--- src/rtl/core/mbu_pkg.sv ---
package mbu_pkg;

	// Store and read limits
	localparam int STORE_BITS    = 32;
	localparam int MAX_READ_BITS = 16;
	localparam int BYTE_W        = 8;
	localparam int COUNT_W       = 5;
	localparam int VALUE_W       = 16;
	localparam int HELD_OUT_W    = 6;
	localparam int HELD_W        = $clog2(STORE_BITS + 1);

	// Item commands
	typedef enum logic [0:0] {
		CMD_PUSH = 1'b0,
		CMD_READ = 1'b1
	} cmd_t;

	// Result status codes
	typedef enum logic [1:0] {
		ST_OK       = 2'd0,
		ST_SHORT    = 2'd1,
		ST_FULL     = 2'd2,
		ST_BADCOUNT = 2'd3
	} status_t;

	typedef struct packed {
		cmd_t                 cmd;
		logic [BYTE_W-1:0]    data_byte;
		logic [COUNT_W-1:0]   bit_count;
	} req_t;

	typedef struct packed {
		logic [VALUE_W-1:0]    value;
		status_t               status;
		logic [HELD_OUT_W-1:0] bits_held;
	} rsp_t;

endpackage

--- src/rtl/core/msb_first_bit_unpacker_unit.sv ---
// MSB-first bit unpacker.
// Request channel (req_valid / req_stall / req): a push item appends
// req.data_byte to the bit store, most significant bit first; a read item
// takes req.bit_count bits (1..16) and returns them with the first stream
// bit in value bit 0. Every item gives exactly one response item on
// rsp_valid / rsp_stall / rsp, carrying value, status and bits_held.
// An accepted item sits in the input register, then moves to the output
// register and shows on rsp from then; a stall on rsp_stall can hold it in
// the input register before it moves.
// Throughput: one item per cycle while rsp is not stalled; the store update
// is a single shift and mask between the input and output registers.
// While the receiver stalls, the response holds and the input register
// still fills; req_stall rises only when both registers hold items.
// Reset (arst_n low) empties the store and drops any item in flight.
module msb_first_bit_unpacker_unit (
	input  logic           clk,
	input  logic           arst_n,
	input  logic           req_valid,
	output logic           req_stall,
	input  mbu_pkg::req_t  req,
	output logic           rsp_valid,
	input  logic           rsp_stall,
	output mbu_pkg::rsp_t  rsp
);
	import mbu_pkg::*;

	req_t                  req_s1;
	logic                  req_valid_s1;
	rsp_t                  rsp_s2;
	logic                  rsp_valid_s2;
	logic [STORE_BITS-1:0] store_q;
	logic [HELD_W-1:0]     held_q;

	logic                  s2_ready;
	logic                  s1_ready;
	logic                  advance;

	logic [STORE_BITS-1:0] store_nxt;
	logic [HELD_W-1:0]     held_nxt;
	rsp_t                  rsp_nxt;
	logic [HELD_W-1:0]     cnt_ext;
	logic [HELD_W-1:0]     rest;
	logic [VALUE_W-1:0]    chunk;
	logic [VALUE_W-1:0]    chunk_rev;
	logic                  push_full;
	logic                  bad_count;
	logic                  short_read;

	// Handshake
	assign s2_ready  = !rsp_valid_s2 || !rsp_stall;
	assign s1_ready  = !req_valid_s1 || s2_ready;
	assign advance   = req_valid_s1 && s2_ready;
	assign req_stall = !s1_ready;
	assign rsp_valid = rsp_valid_s2;
	assign rsp       = rsp_s2;

	// Read path: take the cnt oldest bits, then reverse them
	assign cnt_ext    = HELD_W'(req_s1.bit_count);
	assign rest       = held_q - cnt_ext;
	assign chunk      = VALUE_W'(store_q >> rest) & ~({VALUE_W{1'b1}} << req_s1.bit_count);
	assign push_full  = held_q > HELD_W'(STORE_BITS - BYTE_W);
	assign bad_count  = (req_s1.bit_count == '0)
		|| (req_s1.bit_count > COUNT_W'(MAX_READ_BITS));
	assign short_read = cnt_ext > held_q;

	always_comb begin
		for (int i = 0; i < VALUE_W; i++) begin
			chunk_rev[i] = chunk[VALUE_W-1-i];
		end
	end

	// Next state and response
	always_comb begin
		store_nxt      = store_q;
		held_nxt       = held_q;
		rsp_nxt.value  = '0;
		rsp_nxt.status = ST_OK;
		unique case (req_s1.cmd)
			CMD_PUSH: begin
				if (push_full) begin
					rsp_nxt.status = ST_FULL;
				end else begin
					store_nxt = {store_q[STORE_BITS-BYTE_W-1:0], req_s1.data_byte};
					held_nxt  = held_q + HELD_W'(BYTE_W);
				end
			end
			CMD_READ: begin
				priority if (bad_count) begin
					rsp_nxt.status = ST_BADCOUNT;
				end else if (short_read) begin
					rsp_nxt.status = ST_SHORT;
				end else begin
					rsp_nxt.value = chunk_rev
						>> (COUNT_W'(VALUE_W) - req_s1.bit_count);
					store_nxt     = store_q & ~({STORE_BITS{1'b1}} << rest);
					held_nxt      = rest;
				end
			end
			default: begin
				rsp_nxt.status = ST_OK;
			end
		endcase
		rsp_nxt.bits_held = HELD_OUT_W'(held_nxt);
	end

	// Input register
	always_ff @(posedge clk or negedge arst_n) begin
		if (!arst_n) begin
			req_valid_s1 <= 1'b0;
		end else if (s1_ready) begin
			req_valid_s1 <= req_valid;
		end
	end

	always_ff @(posedge clk) begin
		if (s1_ready && req_valid) begin
			req_s1 <= req;
		end
	end

	// Output register and bit store
	always_ff @(posedge clk or negedge arst_n) begin
		if (!arst_n) begin
			rsp_valid_s2 <= 1'b0;
			store_q      <= '0;
			held_q       <= '0;
		end else begin
			if (s2_ready) begin
				rsp_valid_s2 <= req_valid_s1;
			end
			if (advance) begin
				store_q <= store_nxt;
				held_q  <= held_nxt;
			end
		end
	end

	always_ff @(posedge clk) begin
		if (advance) begin
			rsp_s2 <= rsp_nxt;
		end
	end

endmodule
--- config.mk ---
export PLATFORM = sky130hd
export DESIGN_NAME = msb_first_bit_unpacker_unit
export DESIGN_NICKNAME = d
export VERILOG_FILES = /design/src/rtl/core/mbu_pkg.sv /design/src/rtl/core/msb_first_bit_unpacker_unit.sv
export SDC_FILE = /design/constraint.sdc
export NUM_CORES = 1
export LEC_CHECK = 0
export ABC_AREA = 1
export BUFFER_PORTS_ARGS = -buffer_cell sky130_fd_sc_hd__buf_2
export CAP_MARGIN = 20
export CORE_MARGIN = 2
export CORE_UTILIZATION = 60
export DETAILED_ROUTE_END_ITERATION = 10
export PLACE_DENSITY = 0.89
export SKIP_LAST_GASP = 1
export SYNTH_ARGS = -nofsm -noshare
export SYNTH_HDL_FRONTEND = slang
export SYNTH_SLANG_ARGS = --single-unit
--- constraint.sdc ---
create_clock -name clk -period 7 [get_ports clk]
set_clock_uncertainty 0.1 [all_clocks]
set_input_delay 1.4 -clock clk [delete_from_list [all_inputs] [get_ports clk]]
set_output_delay 1.4 -clock clk [all_outputs]
set_load 0.01 [all_outputs]
==> results.toml <==
[synthesis]
synth.most_common_cell = "nand2_1"
synth_edf_count = 38
synth_warnings = 0
ys_async_sr_fraction = 0.513
ys_types = 44
netlist_instances = 877
ys_ff_latch = 78
synth_common_cells = "303 x nand2_1, 209 x nand3_1, 41 x nor2_1"
synth.cell_area_sq_um = 6170
synth_nets = 906
syn_avg_cell_area_sq_um = 7.04
yosysTopAreaCell = "edfxtp_1"
synth-seq-area-share = 0.347
yosys_most_used_dff = "dfrtp_1"
synth_area_leaders = "edfxtp_1 18%, nand2_1 18%, nand3_1 17%"
synth_top_cell_area_share = 0.185

[cts]
post_cts_buffers = 0
clk_latency_ns = 0.38
htreeDepth = 3
cts_resized = 0
root_buffer = "clkbuf_8"
cts.sinks = 78
cts_tree = "yes"
path_clk_slew_ns = 0.09
postCtsHoldBufs = 0
cts_buffers = 9
ctsLongestPathBuffers = 2

[sta]
drv_slew = 0
grt_setup_unrepaired = "false"
period_share = 0.580
fin_crit_ns = 4.06
relSlewSlack = 0.306
whs_ns = 0.377
setup_violations = 0
max_clock_freq_ghz = 0.246
hold_violations = 0
tightest_slew_ns = 1.04
tns_ns = 0

[setup_path]
reg2reg_depth = 16
reg2reg_slack_ns = 2.94
critPathArrivalTime_ns = 4.09
timing.rr.start = "cnt_ext[0]"
required_ns = 7.03
timing.rr.end = "rsp[11]"
cp-end-kind = "register"
cp-start-kind = "register"
critPathKind = "reg2reg"
crit_fanout = 35

[die]
start_util = 0.609
rows = 37
fp.dieH_microns = 105
io_pins = 44
core_region_area_sq_um = 10100
die_w_microns = 105
die_area_sq_um = 11100

[worst_hold_path]
min_path_type = "reg2reg"
hold_path_depth = 2
min_from = "req_s1[5]"
hold_end = "store_q[0]"

[route]
drt_wl_total_microns = 16000
ant_nets = 0
firstDrtPassIters = 7
drc = 0
via_count = 6166
vias_per_cell = 6.00
wire_per_inst_microns = 15.6
drtIter0Drc = 680

[grt]
grt_usage = 0.300
grt-ovfl-total = 0
grt_max_degree = 41
grt_pass1_wl_microns = 26900
antenna_found_initial = 0
grt_pass1_vias = 5685

[power_and_ir_drop]
max-vdd-ir-drop_mv = 0.271
power_leakage_uw = 0.00300
power.density_nw_per_um2 = 491

[placed_design]
placedCellCount = 1011
placed_cell_area_sq_um = 6260
io_buffers = 43
routabilityCongestion = 0.996
hpwl_microns = 11400

[layout]
layout.cells.non_filler = 1027
syn_to_final_growth_pct = 4.56
n_antenna_cell = 0
post_route_cells_drive_above_1_share = 0.143
final_design_area_no_fill_sq_um = 6450
fin_nets = 915
fillers = 867

[flow_run]
cap_violations = 0

[status]
status = "completed"
-- critical path, stage by stage (launching register included) --
cell and delay [ns]:
edfxtp_1 0.84, ha_1 0.27, inv_1 0.07, fa_1 0.43, buf_4 0.26, inv_2 0.50
nand3_1 0.21, nand3_1 0.13, nand2_1 0.11, nand2_1 0.07, nand3_1 0.13, nand4_1 0.17
nand2_1 0.10, nand3_1 0.13, nand3_1 0.11, nand3_1 0.10, nand2_1 0.05
-- layer usage --
| metal | GRT usage | wire length [microns] | part of all wire |
|---|---|---|---|
| met3 | 0.0501 | 1520 | 0.095 |
| met5 | 0 | 0 | 0 |
| met4 | 0.122 | 551 | 0.034 |
| met1 | 0.407 | 6490 | 0.41 |
| met2 | 0.480 | 7450 | 0.47 |
-- flip-flops by register name, summed over array words and instances (netlist names) --
register,cells
req_valid_s1,1
req_s1,9
held_q,6
cnt_ext,5
rsp,24
rsp_valid,1
store_q,32
-- logic make-up (layout without fill, tap and decap cells) --
kind of cell | Yosys count | after routing | synth area share
simple gates | 614 | 614 | 0.462
buf+inv | 95 | 109 | 0.0841
compound gates | 77 | 77 | 0.0791
fa+ha+maj | 11 | 11 | 0.0235
flops | 78 | 78 | 0.347
mux | 2 | 2 | 0.00365
-- final cells by class --
type / instances / area, sq um / share of cell area
clock buffer: 10 / 128 / 0.0198
tap: 136 / 170 / 0.0264
multi-input combinational: 704 / 3520 / 0.546
inverter: 47 / 186 / 0.0289
timing repair buffer: 46 / 238 / 0.0368
clock inverter: 6 / 67.6 / 0.0105
sequential: 78 / 2140 / 0.332
-- worst max path at each step --
stage          cells past startpoint       start        end  slack, ns
2_1_floorplan                      3   rsp_stall  held_q[2]       3.85
3_3_place_gp                      16  cnt_ext[0]    rsp[11]       3.12
3_5_place_dp                      16  cnt_ext[0]    rsp[11]       3.06
4_1_cts                           16  cnt_ext[0]    rsp[11]       3.05
5_1_grt                           16  cnt_ext[0]    rsp[11]       2.64
6_report                          16  cnt_ext[0]    rsp[11]       2.94
-- placed cells by master, fill, tap and decap left out, types with 3 or more instances in the layout --
| cell | Yosys | final |
|---|---|---|
| inv_4 | 2 | 3 |
| nor2_1 | 41 | 41 |
| nand2_2 | 12 | 12 |
| buf_2 | 17 | 43 |
| inv_6 | 1 | 3 |
| a21oi_1 | 14 | 13 |
| nor3_1 | 6 | 6 |
| o21ai_2 | 10 | 10 |
| buf_4 | 11 | 3 |
| nand3_1 | 209 | 209 |
| nand4_1 | 18 | 18 |
| inv_1 | 32 | 32 |
| nand2_1 | 303 | 303 |
| nor2_4 | 5 | 5 |
| inv_2 | 9 | 9 |
| clkinv_1 | 3 | 3 |
| dfrtp_1 | 40 | 40 |
| o22ai_1 | 4 | 4 |
| nor3_2 | 7 | 7 |
| o21ai_1 | 18 | 18 |
| clkbuf_8 | 0 | 9 |
| edfxtp_1 | 38 | 38 |
| a22o_1 | 3 | 3 |
| nand2_4 | 4 | 4 |
| o21ai_0 | 19 | 19 |
| ha_1 | 10 | 10 |
-- per-stage QoR --
stage | power, uW | setup slack (ns) | util
detailed placement | 2750 | 3.06 | 0.617
global route | 3430 | 2.64 | 0.636
finish | 3170 | 2.94 | 0.636
CTS | 3110 | 3.05 | 0.636
global placement | 2730 | 3.12 | 0.617
floorplan | 2410 | 3.85 | -
-- report_power, final --
part / switching (uW) / total, uW / leakage (uW) / internal, uW
Combinational: 1470 / 2060 / 0.00201 / 598
Sequential: 140 / 757 / 0.000893 / 617
Clock: 181 / 348 / 0.000102 / 168
Note: power is estimated with default switching activity, not from simulation.
